--- src/rtl/core/assert_macros.svh ---
// Assertion macros used by the RTL of the echo ranging block.
`ifndef ASSERT_MACROS_SVH
`define ASSERT_MACROS_SVH

// Checks that an antecedent implies a consequent in the same cycle.
`define UER_ASSERT_IMPL(label, ante, cons, msg) \
    label: assert property (@(posedge i_clk) disable iff (!i_rst_n) \
        (ante) |-> (cons)) else $error(msg);

// Checks that an antecedent implies a consequent in the next cycle.
`define UER_ASSERT_NEXT(label, ante, cons, msg) \
    label: assert property (@(posedge i_clk) disable iff (!i_rst_n) \
        (ante) |=> (cons)) else $error(msg);

`endif

--- src/rtl/core/uer_pkg.sv ---
// Package with types and constants of the ultrasonic echo ranging block.
`default_nettype none

package uer_pkg;

    localparam int COUNT_BITS = 24;
    localparam int TRIG_BITS  = 8;
    localparam int DIST_BITS  = 25;
    localparam int REM_BITS   = 4;
    localparam int CFG_BITS   = 24;
    localparam int IN_BITS    = 8;
    localparam int OUT_BITS   = 56;

    localparam logic [COUNT_BITS-1:0] COUNT_MAX = {COUNT_BITS{1'b1}};

    localparam logic [COUNT_BITS-1:0] RST_PERIOD  = COUNT_BITS'(2000000);
    localparam logic [TRIG_BITS-1:0]  RST_TRIGGER = TRIG_BITS'(10);
    localparam logic [COUNT_BITS-1:0] RST_TIMEOUT = COUNT_BITS'(1000000);
    localparam logic                  RST_LEVEL   = 1'b1;

    // Distance is width * 17 / 10: each width tick adds 1 to the quotient
    // and 7 to the remainder in tenths.
    localparam logic [REM_BITS:0]   REM_STEP = (REM_BITS+1)'(7);
    localparam logic [REM_BITS:0]   REM_BASE = (REM_BITS+1)'(10);

    typedef enum logic [1:0] {
        CFG_PERIOD  = 2'd0,
        CFG_TRIGGER = 2'd1,
        CFG_TIMEOUT = 2'd2,
        CFG_LEVEL   = 2'd3
    } t_cfg_idx;

    typedef enum logic [2:0] {
        PH_IDLE       = 3'd0,
        PH_TRIG       = 3'd1,
        PH_WAIT_END   = 3'd2,
        PH_WAIT_START = 3'd3,
        PH_MEASURE    = 3'd4
    } t_phase;

    typedef struct packed {
        logic clear;
        logic load;
        logic step;
    } t_dist_ctl;

endpackage

`default_nettype wire

--- src/rtl/core/uer_dist_acc.sv ---
// Running width-to-distance converter that tracks width * 17 / 10.
`default_nettype none

module uer_dist_acc
    import uer_pkg::*;
(
    input  wire logic                 i_clk,
    input  wire t_dist_ctl            i_ctl,
    output logic [DIST_BITS-1:0]      o_dist
);

    logic [DIST_BITS-1:0] r_quot;
    logic [REM_BITS-1:0]  r_rem;
    logic [DIST_BITS-1:0] n_quot;
    logic [REM_BITS-1:0]  n_rem;
    logic [REM_BITS:0]    rem_sum;

    always_comb begin
        rem_sum = {1'b0, r_rem} + REM_STEP;
        n_quot  = r_quot;
        n_rem   = r_rem;
        priority if (i_ctl.clear) begin
            n_quot = '0;
            n_rem  = '0;
        end else if (i_ctl.load) begin
            n_quot = DIST_BITS'(1);
            n_rem  = REM_STEP[REM_BITS-1:0];
        end else if (i_ctl.step) begin
            // A carry out of the tenths adds one more to the quotient.
            if (rem_sum >= REM_BASE) begin
                n_quot = r_quot + DIST_BITS'(2);
                n_rem  = REM_BITS'(rem_sum - REM_BASE);
            end else begin
                n_quot = r_quot + DIST_BITS'(1);
                n_rem  = rem_sum[REM_BITS-1:0];
            end
        end
    end

    always_ff @(posedge i_clk) begin
        r_quot <= n_quot;
        r_rem  <= n_rem;
    end

    assign o_dist = r_quot;

endmodule

`default_nettype wire

--- src/rtl/core/ultrasonic_echo_ranging.sv ---
// Ultrasonic echo ranging controller: trigger, echo wait, width and distance.
// A result word appears on the output in the cycle after its input word is accepted.
// Throughput: one input word per cycle while the result side is not stalled, one result word per input word.
// The output register decouples the sides; input ready falls only on a stall.
// Reset (synchronous, active low) sets phase idle, counters zero, registers
// to their defaults, and empties the output register.
`default_nettype none

module ultrasonic_echo_ranging
    import uer_pkg::*;
(
    input  wire logic                  i_clk,
    input  wire logic                  i_rst_n,
    // Configuration write port.
    input  wire logic                  i_cfg_we,
    input  wire logic [1:0]            i_cfg_addr,
    input  wire logic [CFG_BITS-1:0]   i_cfg_data,
    // Input stream.
    input  wire logic                  i_s_axis_tvalid,
    output logic                       o_s_axis_tready,
    input  wire logic [IN_BITS-1:0]    i_s_axis_tdata,  // [0] echo_level
    // Result stream.
    output logic                       o_m_axis_tvalid,
    input  wire logic                  i_m_axis_tready,
    // [0] trigger_out, [1] done_res, [2] timed_out, [26:3] pulse_width_us,
    // [51:27] distance_centi_cm, [55:52] zero
    output logic [OUT_BITS-1:0]        o_m_axis_tdata
);

    `include "assert_macros.svh"

    // Configuration registers.
    logic [COUNT_BITS-1:0] r_period_ticks;
    logic [TRIG_BITS-1:0]  r_trigger_ticks;
    logic [COUNT_BITS-1:0] r_timeout_ticks;
    logic                  r_pulse_level;

    // Measurement state.
    t_phase                r_phase,  n_phase;
    logic [COUNT_BITS-1:0] r_period, n_period;
    logic [TRIG_BITS-1:0]  r_trig_cnt, n_trig_cnt;
    logic [COUNT_BITS-1:0] r_elapsed, n_elapsed;
    logic [COUNT_BITS-1:0] r_width, n_width;

    // Output register.
    logic                  r_out_valid, n_out_valid;
    logic [OUT_BITS-1:0]   r_out_data,  n_out_data;

    logic                  accept;
    logic                  active;
    logic                  timed;
    logic [COUNT_BITS-1:0] period_inc;
    logic [TRIG_BITS:0]    trig_inc;
    logic                  trig;
    logic                  done;
    logic                  tmo;
    logic                  report;
    logic [COUNT_BITS-1:0] width_out;
    logic [DIST_BITS-1:0]  dist_out;
    logic [DIST_BITS-1:0]  acc_dist;
    t_dist_ctl             dist_ctl;

    assign o_s_axis_tready = !r_out_valid || i_m_axis_tready;
    assign accept          = i_s_axis_tvalid && o_s_axis_tready;

    uer_dist_acc u_dist (
        .i_clk  (i_clk),
        .i_ctl  (dist_ctl),
        .o_dist (acc_dist)
    );

    always_ff @(posedge i_clk) begin
        if (!i_rst_n) begin
            r_period_ticks  <= RST_PERIOD;
            r_trigger_ticks <= RST_TRIGGER;
            r_timeout_ticks <= RST_TIMEOUT;
            r_pulse_level   <= RST_LEVEL;
        end else if (i_cfg_we) begin
            unique case (t_cfg_idx'(i_cfg_addr))
                CFG_PERIOD:  r_period_ticks  <= i_cfg_data[COUNT_BITS-1:0];
                CFG_TRIGGER: r_trigger_ticks <= i_cfg_data[TRIG_BITS-1:0];
                CFG_TIMEOUT: r_timeout_ticks <= i_cfg_data[COUNT_BITS-1:0];
                CFG_LEVEL:   r_pulse_level   <= i_cfg_data[0];
                default:     r_pulse_level   <= r_pulse_level;
            endcase
        end
    end

    always_comb begin
        active     = (i_s_axis_tdata[0] == r_pulse_level);
        timed      = (r_elapsed >= r_timeout_ticks);
        period_inc = (r_period == COUNT_MAX) ? COUNT_MAX : r_period + COUNT_BITS'(1);
        trig_inc   = {1'b0, r_trig_cnt} + (TRIG_BITS+1)'(1);

        n_phase    = r_phase;
        n_period   = period_inc;
        n_trig_cnt = r_trig_cnt;
        n_elapsed  = r_elapsed;
        n_width    = r_width;
        trig       = 1'b0;
        done       = 1'b0;
        tmo        = 1'b0;
        report     = 1'b0;
        dist_ctl   = '0;

        unique case (r_phase)
            PH_TRIG: begin
                trig       = 1'b1;
                n_trig_cnt = trig_inc[TRIG_BITS-1:0];
                if (trig_inc >= {1'b0, r_trigger_ticks}) begin
                    n_phase   = PH_WAIT_END;
                    n_elapsed = '0;
                end
            end
            PH_WAIT_END: begin
                if (active) begin
                    if (timed) begin
                        done = 1'b1;
                        tmo  = 1'b1;
                    end
                end else begin
                    n_phase = PH_WAIT_START;
                end
            end
            PH_WAIT_START: begin
                if (active) begin
                    n_phase       = PH_MEASURE;
                    n_width       = COUNT_BITS'(1);
                    dist_ctl.load = 1'b1;
                end else if (timed) begin
                    done = 1'b1;
                    tmo  = 1'b1;
                end
            end
            PH_MEASURE: begin
                if (active) begin
                    if (timed) begin
                        done = 1'b1;
                        tmo  = 1'b1;
                    end else if (r_width != COUNT_MAX) begin
                        // The width saturates, and the distance stops with it.
                        n_width       = r_width + COUNT_BITS'(1);
                        dist_ctl.step = 1'b1;
                    end
                end else begin
                    done   = 1'b1;
                    report = 1'b1;
                end
            end
            default: begin
                n_phase = PH_IDLE;
                if (period_inc >= r_period_ticks) begin
                    n_period   = '0;
                    trig       = 1'b1;
                    n_trig_cnt = TRIG_BITS'(1);
                    if (r_trigger_ticks <= TRIG_BITS'(1)) begin
                        n_phase   = PH_WAIT_END;
                        n_elapsed = '0;
                    end else begin
                        n_phase = PH_TRIG;
                    end
                end
            end
        endcase

        // Timeout time runs on every wait tick, not on the last trigger tick.
        if (!trig && (n_phase == PH_WAIT_END || n_phase == PH_WAIT_START ||
                      n_phase == PH_MEASURE)) begin
            n_elapsed = (n_elapsed == COUNT_MAX) ? COUNT_MAX
                                                 : n_elapsed + COUNT_BITS'(1);
        end
        if (done) begin
            n_phase        = PH_IDLE;
            n_width        = '0;
            n_elapsed      = '0;
            dist_ctl.clear = 1'b1;
        end

        width_out = report ? r_width  : '0;
        dist_out  = report ? acc_dist : '0;

        if (!accept) begin
            n_phase    = r_phase;
            n_period   = r_period;
            n_trig_cnt = r_trig_cnt;
            n_elapsed  = r_elapsed;
            n_width    = r_width;
            dist_ctl   = '0;
        end

        n_out_valid = r_out_valid && !i_m_axis_tready;
        n_out_data  = r_out_data;
        if (accept) begin
            n_out_valid = 1'b1;
            n_out_data  = {(OUT_BITS-DIST_BITS-COUNT_BITS-3)'(0), dist_out, width_out,
                           tmo, done, trig};
        end
    end

    always_ff @(posedge i_clk) begin
        if (!i_rst_n) begin
            r_phase     <= PH_IDLE;
            r_period    <= '0;
            r_trig_cnt  <= '0;
            r_elapsed   <= '0;
            r_width     <= '0;
            r_out_valid <= 1'b0;
        end else begin
            r_phase     <= n_phase;
            r_period    <= n_period;
            r_trig_cnt  <= n_trig_cnt;
            r_elapsed   <= n_elapsed;
            r_width     <= n_width;
            r_out_valid <= n_out_valid;
        end
    end

    always_ff @(posedge i_clk) begin
        r_out_data <= n_out_data;
    end

    assign o_m_axis_tvalid = r_out_valid;
    assign o_m_axis_tdata  = r_out_data;

    `UER_ASSERT_IMPL(a_done_no_trig, r_out_valid && r_out_data[1], !r_out_data[0], "done word also drives the trigger")
    `UER_ASSERT_IMPL(a_tmo_zero_width, r_out_valid && r_out_data[2], r_out_data[1] && (r_out_data[26:3] == '0) && (r_out_data[51:27] == '0), "timeout word without done or with nonzero width")
    `UER_ASSERT_IMPL(a_width_in_measure, r_phase != PH_MEASURE, r_width == '0, "width counter nonzero outside the measure phase")
    `UER_ASSERT_NEXT(a_result_follows, accept, r_out_valid, "accepted word left no result word")

endmodule

`default_nettype wire
--- config.mk ---
export PLATFORM = sky130hd
export DESIGN_NAME = ultrasonic_echo_ranging
export DESIGN_NICKNAME = d
export VERILOG_FILES = /design/src/rtl/core/uer_pkg.sv /design/src/rtl/core/uer_dist_acc.sv /design/src/rtl/core/ultrasonic_echo_ranging.sv
export VERILOG_INCLUDE_DIRS = /design/src /design/src/rtl/core
export SDC_FILE = /design/constraint.sdc
export NUM_CORES = 1
export LEC_CHECK = 0
export ABC_AREA = 1
export BUFFER_PORTS_ARGS = -buffer_cell sky130_fd_sc_hd__buf_2
export CAP_MARGIN = 20
export CORE_MARGIN = 3
export CORE_UTILIZATION = 65
export DETAILED_ROUTE_END_ITERATION = 10
export GPL_TIMING_DRIVEN = 0
export PLACE_DENSITY = 0.85
export RECOVER_POWER = 25
export SKIP_CTS_REPAIR_TIMING = 1
export SLEW_MARGIN = 20
export SYNTH_ARGS = -nofsm -noshare
export SYNTH_HDL_FRONTEND = slang
export SYNTH_HIERARCHICAL = 1
export SYNTH_SLANG_ARGS = --single-unit
--- constraint.sdc ---
create_clock -name i_clk -period 7.7 [get_ports i_clk]
set_input_delay 0.77 -clock i_clk [delete_from_list [all_inputs] [get_ports i_clk]]
set_output_delay 0.77 -clock i_clk [all_outputs]
set_load 0.01 [all_outputs]
* Word-level counts from Yosys, hierarchy flattened *
Index checks and enable logic that the tools add are counted.

cells by class
  shift operators = 0
  eq/ne operators = 18
  add/sub/neg operators = 8
  $lt $le $gt $ge = 5
  multiply operators = 0
  divide/modulo/power cells = 0
  bitwise logic cells = 1
  muxes and demuxes = 50
  reductions and logical operators = 23

operator list
  operator                                              number
  2-to-1 mux 24 bit                                     14
  case mux 24 bit (2 select lines)                      2
  adder 24 x 1 -> 24 bit (second input constant)        3
  == test 24 bit (second input constant)                2
  >= comparator 24 bit                                  2
  adder 25 x 1 -> 25 bit (second input constant)        1
  adder 25 x 2 -> 25 bit (second input constant)        1
  2-to-1 mux 25 bit                                     1
  inequality test 24 bit (second input constant)        1
  2-to-1 mux 3 bit                                      7
  2-to-1 mux 1 bit                                      17
  case mux 8 bit (2 select lines)                       1
  == test 3 x 2 -> 1 bit (second input constant)        4
  inequality test 3 bit (second input constant)         4
  case mux 3 bit (4 select lines)                       1
  adder 8 x 1 -> 9 bit (second input constant)          1
  >= comparator 9 x 8 -> 1 bit                          1
  <= comparator 8 x 1 -> 1 bit (second input constant)  1
  2-to-1 mux 8 bit                                      1
  AND reduction 2 bit                                   4
  == test 3 bit (second input constant)                 2
  AND reduction 6 bit                                   1
  adder 4 x 3 -> 5 bit (second input constant)          1
  >= comparator 5 x 4 -> 1 bit (second input constant)  1
  other kinds (20)                                      31

storage, ports and cells
  latch bits = 0
  memories = 0
  input bits = 39
  bits in read-only memories = 0
  RAM bits = 0
  bits in registers = 222
  word-level logic and storage cells = 121
  output and inout bits = 58

* Longest topological paths before layout *
Gate-level depths: netlist of run 1.

  depth after elaboration = 11
  mapped depth = 40
  gate-level depth less buffers = 39

* Hierarchy *
Netlist of run 1, hierarchy kept.

by module, submodules not included
  module                   cells an instance  area each (µm²)  instances  seq. area each (µm²)
  ultrasonic_echo_ranging  1556               11224.5          1          4384.2
  uer_dist_acc             389                2313.5           1          580.6

* Worst setup path after synthesis of run 1 *
Ideal clock, no wire load.

  kind = reg-to-reg
  start point = register r_period[0]
  end point = register r_elapsed[18]
  cell stages (with the launch flop) = 40
  path buffers = 1
  data required time = 7566 ps
  library setup time = 134 ps
  arrival = 4652 ps
  clock period less this slack = 4786 ps
  slack = 2914 ps
  path through = dfxtp_1 ha_1 nand3_1 nor2_1 nand2_1 nor3_2 nand4_1 nor3_1 nand3_1 nor2_1 nand3_1 buf_2 nand2_1 inv_1 ha_1 nand2_1 nor2_1 nor2_1 (+4 left out) nand3_2 inv_1 o21ai_1 nand3_1 nand2_1 inv_1 ha_1 nand2_1 inv_1 nand3_2 nor2_2 nand2_2 nor2_2 nand2_1 o21bai_1 nand3_1 nand2_1 a21oi_1

between the ends
  longest elaborated chain between the ends = 11
  elaborated cells on any way between the ends = 22
  those cells by class = 2 x add/sub; 1 x order compare; 5 x eq/ne; 10 x mux; 4 x reduce/logical

RTL lines
  what                                                                            line                            text
  start: declaration                                                              ultrasonic_echo_ranging.sv:40   logic [COUNT_BITS-1:0] r_period, n_period;
  start signal: assignment                                                        ultrasonic_echo_ranging.sv:210  r_period <= n_period;
  adder 24 x 1 -> 24 bit or == test 24 bit (tied branches)                        ultrasonic_echo_ranging.sv:92   period_inc = (r_period == COUNT_MAX) ? COUNT_MAX : r_period + COUNT_BITS'(1);
  2-to-1 mux 24 bit *                                                             ultrasonic_echo_ranging.sv:92
  >= comparator 24 bit *                                                          ultrasonic_echo_ranging.sv:152  if (period_inc >= r_period_ticks) begin
  parallel branches: the longest is 6 deep, another holds adder 24 x 1 -> 24 bit  -
  2-to-1 mux 24 bit *                                                             ultrasonic_echo_ranging.sv:167  if (!trig && (n_phase == PH_WAIT_END || n_phase == PH_WAIT_START ||
  2-to-1 mux 24 bit *                                                             ultrasonic_echo_ranging.sv:172  if (done) begin
  end signal: assignment                                                          ultrasonic_echo_ranging.sv:212  r_elapsed <= n_elapsed;
  end: declaration                                                                ultrasonic_echo_ranging.sv:42   logic [COUNT_BITS-1:0] r_elapsed, n_elapsed;

Every way passes the cells marked *.
A chain may end at the register's enable or synchronous reset.

* Final worst setup path of run 1 *
Same ends and word-level chain as after synthesis.

==> summary.txt, run 1 <==
Placed design
  • Post-Place Cells: about 2300
  • DP Wirelength: 27300 um
  • Port bufs: 85
  • Pre-CTS setup slack: approximately 1.5 ns
  • Global placer's final weighted congestion: about 0.93
  • Placed instance area: 0.0143 sq mm

Timing
  • Slew Limit Fails: 31
  • Post-Route Skew: ~0.021 ns
  • Final WS setup: between 1 and 1.5 ns
  • Fin. Hold Viols: 0
  • RSZ-0062 raised after global routing: no
  • Total negative slack: 0 ns
  • Post-layout min period: ~6.5 ns
  • Setup-failing EPs final: 0
  • Fin crit share: 0.846
  • Max-slew headroom: -0.0696
  • Fmax: roughly 0.15 GHz
  • Worst hold slack: 0.464 ns
  • Worst Tran Pin Value: 1.60 ns

Floorplan
  • Die height: between 150 and 200 um
  • Die ar.: approximately 0.023 sq mm
  • Starting Density: 0.665
  • Die width: roughly 150 um
  • I/O pins: between 90 and 100
  • Core Region: approximately 0.02 sq mm
  • Num rows: 52

Global route
  • GRT Util Overall: 0.320
  • Initial antenna violation count: 0
  • Number of global-route vias before repair: ~12000
  • First-pass GRT wire length: slightly below 60000 um
  • Remaining global-route overflow: 0
  • Largest net degree at the start of global routing: 31

Detailed routing
  • Iter 0 DRT Violations: roughly 1100
  • Total Wirelength: 36700 um
  • Drt wl/cell: 15.6 um
  • Via count: approximately 13000
  • Post-DRT Antenna Nets: 0
  • Via-per-instance ratio: approximately 5.7
  • Drc violations: 0
  • DR pass1 iterations: 6

Flow run
  • Max cap viols: 1

Cells and area
  • Filler cells: approximately 1600
  • Most common cell after layout, fill and taps aside: nand2_1
  • Layout cells sized above 1: 0.111
  • Final #Nets: between 2000 and 2500
  • Final core utilization: 0.746
  • Most frequent cells in the layout: nand2_1, inv_1, nor2_1
  • Design Area, Final: between 0.015 and 0.02 sq mm
  • # diodes: 0
  • Finished Layout Cells: 2350
  • Area delta synth->final: 12.3%

Clock network
  • Clock buffer depth: 3
  • CTS Sinks: about 220
  • Worst-path clk slew: about 0.060 ns
  • H-tree depth: 1
  • CTS tree: built
  • Num CTS Buffers: 25
  • Root Driver: clkbuf_16
  • Worst skew pair latency: about 0.55 ns

Synthesis
  • Synth Area per Inst: between 6 and 7 sq um
  • Synth top area share: 0.251
  • #FFs+latches synth: between 200 and 250
  • Post-synthesis instance total: 1945
  • Ys async rst share: 0
  • Synth Cell Area: 0.0135 sq mm
  • Main synth FF type: dfxtp_1
  • Sequential area share after synthesis: 0.367
  • Most area-consuming cells after synthesis: dfxtp_1, nand2_1, edfxtp_1
  • Distinct cell type count after synthesis: 53
  • Post-synth top area cell: dfxtp_1
  • Post-synth EDFFs: 52
  • Synth warn: 6

Worst setup path
  • CP Class: flip-flop to flip-flop
  • Worst-path cell with the longest stage delay: dfxtp_1
  • CP Capture Type: flip-flop
  • Max stage delay on crit path: a little under 0.4 ns
  • WP data arrival: a little under 7 ns
  • Worst setup SP type: flip-flop
  • CP dominant cell by count: nand2_1
  • CP required: slightly above 8 ns
  • Critical-path maximum fanout: 10

Pwr
  • Leakage power: about 6.4 nW
  • Peak VDD IR: slightly below 0.2 mV
  • Overall Power: 2.75 mW
  • PD cells: roughly 180 mW/mm^2

Outcome
  • Failing checks: capacitance limit, slew limit
  • Outcome: finished with violations

Min path
  • Worst min-delay path category: flip-flop to flip-flop
## logic make-up (layout without fill, tap and decap cells)
kind of cell               count (synthesis)  count (layout)  synth area share
AOI/OAI and AO/OA                        308             308             0.124
and+or+nand+nor                          970             970             0.319
DFF                                      222             222             0.367
xor gates and xnor gates                  47              47            0.0304
other                                      1               4          0.000277
buffers and inverters                    332             464            0.0991
adders and majority gates                 65              65            0.0601
## state kept, by name, indices dropped and copies added (netlist names)
register	flops
o_m_axis_tdata	52
r_trigger_ticks	8
u_dist/r_rem	4
r_pulse_level	1
r_period_ticks	24
r_period	24
r_trig_cnt	8
o_m_axis_tvalid	1
u_dist/o_dist	25
r_timeout_ticks	24
r_phase	3
r_width	24
r_elapsed	24
## cell usage after synthesis, types with 2 or more instances
master / count
xor2_1: 34
nor4_1: 6
inv_1: 248
xnor2_1: 13
nand3_1: 121
nor2_2: 17
a21oi_1: 175
nor3_1: 28
o211ai_1: 18
ha_1: 65
inv_4: 2
edfxtp_1: 52
nor3_2: 10
a211oi_1: 4
o2111ai_1: 4
clkinv_1: 2
nand4_1: 40
or2_2: 4
buf_6: 6
o21ai_1: 9
nor2_4: 8
nand3_2: 16
clkbuf_1: 44
buf_4: 10
inv_2: 11
nor2_1: 180
o21bai_1: 4
o21a_1: 2
dfxtp_1: 170
buf_2: 6
buf_1: 3
o21ai_0: 80
nand2_1: 521
a21o_1: 4
nand2_2: 10
## worst max-delay path: cells and delay by family, from the launching register on
family,cells,cell delay (ns)
simple gates,28,4.15
buf+inv,5,0.81
fa+ha+maj,3,0.65
flops,1,0.39
compound gates,3,0.33
## report_power, final
group | internal, mW | switching [mW]
clock network | 0.780 | 0.511
logic | 0.0693 | 0.154
registers | 1.23 | 0.0147
## area by class of cell
cell class	count	area [sq um]	share of cell area
plain buffers	69	349	0.0230
clock buffers	29	651	0.0428
clock inverters	17	235	0.0155
inverters	263	992	0.0653
multi-input cells	1394	7240	0.477
flip-flops and latches	222	4960	0.327
well taps	270	338	0.0222
repair buffers	86	425	0.0280
## path summary, 6_finish.rpt
kind	start	endpoint	slack, ns	cells past startpoint
setup / recovery	r_period[0]	r_elapsed[18]	1.19	39
hold / removal	r_period_ticks[13]	r_period_ticks[13]	0.46	2
setup reg to reg	r_period[0]	r_elapsed[18]	1.19	39
hold reg to reg	r_period_ticks[13]	r_period_ticks[13]	0.46	2
## per-layer routing
layer  share of wire  track usage  up-vias
met3           0.082       0.0418       95
li1                -            -     6538
met1            0.41        0.409     6085
met4           0.037        0.121        0
met5               0            0        -
met2            0.47        0.551      593
No activity file was read; power rests on OpenSTA's default activity.
==> run 2, diff against run 1 <==
--- a/config.mk
+++ b/config.mk
@@ -6,14 +6,14 @@
 export SDC_FILE = /design/constraint.sdc
 export NUM_CORES = 1
 export LEC_CHECK = 0
-export ABC_AREA = 1
+export ABC_AREA = 0
 export BUFFER_PORTS_ARGS = -buffer_cell sky130_fd_sc_hd__buf_2
 export CAP_MARGIN = 20
 export CORE_MARGIN = 3
-export CORE_UTILIZATION = 65
+export CORE_UTILIZATION = 55
 export DETAILED_ROUTE_END_ITERATION = 10
 export GPL_TIMING_DRIVEN = 0
-export PLACE_DENSITY = 0.85
+export PLACE_DENSITY = 0.77
 export RECOVER_POWER = 25
 export SKIP_CTS_REPAIR_TIMING = 1
 export SLEW_MARGIN = 20
==> constraint.sdc (replaced) <==
create_clock -name i_clk -period 5.8 [get_ports i_clk]
set_input_delay 0.58 -clock i_clk [delete_from_list [all_inputs] [get_ports i_clk]]
set_output_delay 0.58 -clock i_clk [all_outputs]
set_load 0.01 [all_outputs]
==> run 2 against run 1 <==
The flow now finishes without violations. Sequential power is 32% higher. Global-route usage is 5.4 points lower. Clock-buffer cell count increased by 10. Final cell count down 20%. Critical endpoint is now r_elapsed[21]. Largest power group is now sequential cells. Highest routed layer unchanged.
==> summary.txt, run 2 <==
Synthesis
  • Synth Area in Adders: 0.0659 (+0.00582)
  • Synth Area in Compound Gates: 0.179 (+0.0548)
  • Commonest cells in the netlist: nand2_1, dfxtp_1, a21oi_1
  • Post-synth top area cell: dfxtp_1
  • Xor and xnor area share after synthesis: 0.0234 (-0.00699)
  • Largest family of logic cells by synthesized area: simple AND/OR/NAND/NOR gates
  • Simple-gate share of the synthesized area: 0.243 (-0.0765)
  • Post-synthesis instance total: 1460 (-25%)
  • #FFs+latches synth: 222 (unchanged)
  • Synth Area per Inst: 8.45 sq um (+21%)
  • Most area-consuming cells after synthesis: dfxtp_1, edfxtp_1, ha_1
  • Sequential area share after synthesis: 0.402 (+0.0355)
  • Synth Cell Area: 0.0123 sq mm (-8.8%)
  • Synth warn: 6 (unchanged)
  • Synth top area share: 0.276 (+0.0244)
  • Ys async rst share: 0 (unchanged)
  • Post-synth EDFFs: 52 (unchanged)
  • Distinct cell type count after synthesis: 82 (+55%)
  • Main synth FF type: dfxtp_1
  • Top-count cell post-synth: nand2_1
  • Mux contribution to synthesized area: 0.0278 (+0.0278)

Detailed routing
  • Drc violations: 0 (unchanged)
  • Iter 0 DRT Violations: 1053 (-0.75%)
  • Via-per-instance ratio: 5.99 (+5.7%)
  • DR pass1 iterations: 7 (+1)
  • Via count: 11265 (-15%)
  • Drt wl/cell: 17.5 um (+12%)
  • Total Wirelength: 32900 um (-10%)
  • Post-DRT Antenna Nets: 0 (unchanged)

Timing
  • Final WS setup: 0.217 ns (-0.971 ns)
  • Post-layout min period: 5.58 ns (-0.929 ns)
  • Fin crit share: 0.963 (+0.117)
  • Post-Route Skew: 0.0249 ns (+0.00399 ns)
  • Setup-failing EPs final: 0 (unchanged)
  • Fin. Hold Viols: 0 (unchanged)
  • Worst Tran Pin Value: 1.39 ns (-0.213 ns)
  • Fmax: 0.179 GHz (+17%)
  • Max-slew headroom: 0.0727 (+0.142)
  • Slew Limit Fails: 0 (-100%)

Worst setup path
  • Critical-path maximum fanout: 10 (unchanged)
  • R2r endpoint: r_elapsed[21]
  • Worst-path cell with the longest stage delay: dfxtp_1
  • Worst setup SP type: flip-flop
  • FF-to-FF path depth: 23 (-41%)
  • Delay-heaviest family, CP: compound AO/OA/AOI/OAI gates
  • CP required: 6.22 ns (-1.87 ns)
  • WP data arrival: 6.00 ns (-0.90 ns)
  • Crit Reg-Reg Startpoint: r_period[2]
  • Reg2Reg Setup Slack: 0.22 ns (-0.97 ns)
  • Max stage delay on crit path: 0.45 ns (+0.06 ns)
  • CP dominant cell by count: buf_2
  • Crit-path cells: and4_2 > nand4_1 > buf_4 > nor4_1 > xnor2_1 > nand2_1 > ha_1 > a21oi_1 > o21ai_0 > a221oi_1 > o211ai_1 > buf_4 > o2bb2ai_2 > buf_2 > nor2_1 > ha_1 > nand4_1 > or2_1 > buf_2 > buf_2 > o21ai_0 > a21oi_1 > a311oi_1
  • CP Class: flip-flop to flip-flop
  • CP Capture Type: flip-flop
  • Worst path bufs/invs: 5 (unchanged)

Cells and area
  • Max reg flops: 52 (unchanged)
  • Filler cells: 1857 (+15%)
  • Finished Layout Cells: 1882 (-20%)
  • Most common cell after layout, fill and taps aside: nand2_1
  • Most frequent cells in the layout: nand2_1, dfxtp_1, clkbuf_1
  • Layout cells sized above 1: 0.0856 (-0.0255)
  • Area delta synth->final: 13.5%
  • Final #Nets: 1686 (-22%)

Placed design
  • DP Wirelength: 23700 um (-13%)
  • Global placer's final weighted congestion: 0.923 (-0.44%)
  • Port bufs: 85 (unchanged)
  • Post-Place Cells: 1829 (-21%)
  • Pre-CTS setup slack: -0.431 ns (-1.90 ns)

Clock network
  • CTS Sinks: 222 (unchanged)
  • Root Driver: clkbuf_16
  • Worst skew pair latency: 0.54 ns (about the same)
  • H-tree depth: 1 (unchanged)
  • CTS tree: built
  • Clock buffer depth: 3 (unchanged)
  • Num CTS Buffers: 25 (unchanged)
  • Worst-path clk slew: 0.06 ns (about the same)

Floorplan
  • Num rows: 54 (+3.8%)
  • Die ar.: 0.0243 sq mm (+7.4%)
  • Die width: 156 um (+3.6%)
  • I/O pins: 97 (unchanged)
  • Die height: 156 um (+3.6%)
  • Starting Density: 0.562 (-0.103)
  • Core Region: 0.0220 sq mm (+7.8%)

Min path
  • Hold Path End: o_m_axis_tvalid
  • Cells on Worst Hold Path: 3 (+1)
  • Hold Crit Start: i_s_axis_tvalid
  • Worst min-delay path category: primary input to flip-flop

Pwr
  • Gate power share: 0.084 (+0.003)
  • Sw Ratio: 0.241 (-0.00553)
  • PD cells: 253 mW/mm^2 (+40%)
  • Clock share of power: 0.454 (-0.015)
  • Switching pwr: 0.855 mW (+26%)
  • Peak VDD IR: 0.180 mV (-7.8%)
  • Cell internal pwr: 2.69 mW (+30%)
  • Reg power frac: 0.463 (+0.013)
  • Leakage power: 5.50 nW (-14%)

Global route
  • Largest net degree at the start of global routing: 42 (+35%)
  • Initial antenna violation count: 1 (+1)
  • GRT Util Overall: 0.266 (-0.0540)
  • Number of global-route vias before repair: 10482 (-15%)
  • Remaining global-route overflow: 0 (unchanged)
  • First-pass GRT wire length: 53500 um (-9.5%)

Flow run
  • Max cap viols: 0 (-1)

Outcome
  • Outcome: complete, no violations
run 2: cell count changes in the layout (fill, tap and decap cells not counted), moves of 16 or more:
cell / delta
nand3_1: -61
mux2i_1: +32
a21oi_1: -73
nor2_2: -16
or3_1: +20
buf_2: -46
clkbuf_1: +63
xor2_1: -19
nor3_1: +26
inv_1: -152
and3_1: +29
nor2_1: -101
and2_1: +45
nand2_1: -326
run 2: worst max path at each step:
stage	end	from	cells past startpoint	slack [ns]
final	r_elapsed[21]	r_period[2]	23	0.22
after global routing	r_elapsed[21]	r_period[2]	23	-0.10
after CTS	r_elapsed[21]	r_period[2]	23	-0.50
after detailed placement	r_elapsed[21]	r_period[2]	23	-0.43
after global placement	r_elapsed[21]	r_period[2]	23	-0.53
after floorplan	r_elapsed[21]	r_period[2]	23	0.86
run 2: cell families (layout without fill, tap and decap cells):
group,Yosys count,count (layout)
buf+inv,177,315
flops,222,222
simple gates,596,596
mux,34,34
other cells,1,5
xor+xnor,33,33
compound gates,332,332
fa+ha+maj,65,65
run 2: cell type report:
class	instances	area [sq um]	area share
Antenna cell	1	2.50	0.000179
Buffer	78	345	0.0247
Clock buffer	39	779	0.0557
Clock inverter	7	66.3	0.00474
Inverter	98	368	0.0263
Multi-Input combinational cell	1064	6690	0.478
Sequential cell	222	4960	0.355
Tap cell	280	350	0.0250
Timing Repair Buffer	93	433	0.0309
run 2: metrics by stage:
step	hold WS [ns]	total power [mW]	setup TNS [ns]	area, sq um	util
2_1_floorplan	0.436	1.87	0	12400	-
3_3_place_gp	0.445	1.96	-4.96	13100	0.598
3_5_place_dp	0.450	1.97	-6.04	13200	0.599
4_1_cts	0.275	3.56	-6.92	14000	0.637
5_1_grt	0.297	3.66	-0.109	14000	0.638
6_report	0.287	3.54	0	14000	0.638
run 2: worst min-delay path, stage by stage:
cell and delay (ns):
buf_2 0.10, inv_1 0.04, a21oi_1 0.05
run 2: per-layer routing:
metal	GRT usage	vias to the layer above	routed length (um)
li1	-	5489	-
met1	0.365	5251	14200
met2	0.431	429	15000
met3	0.0386	96	2410
met4	0.0938	0	1230
met5	0	-	0
run 2: power by group through the flow:
stage                     Combinational, mW  Clock [mW]  Sequential, mW
after CTS                             0.299        1.63            1.64
after global routing                  0.327        1.68            1.64
after floorplan                       0.192           0            1.68
after detailed placement              0.296           0            1.67
final                                 0.297        1.61            1.64
after global placement                0.288           0            1.67
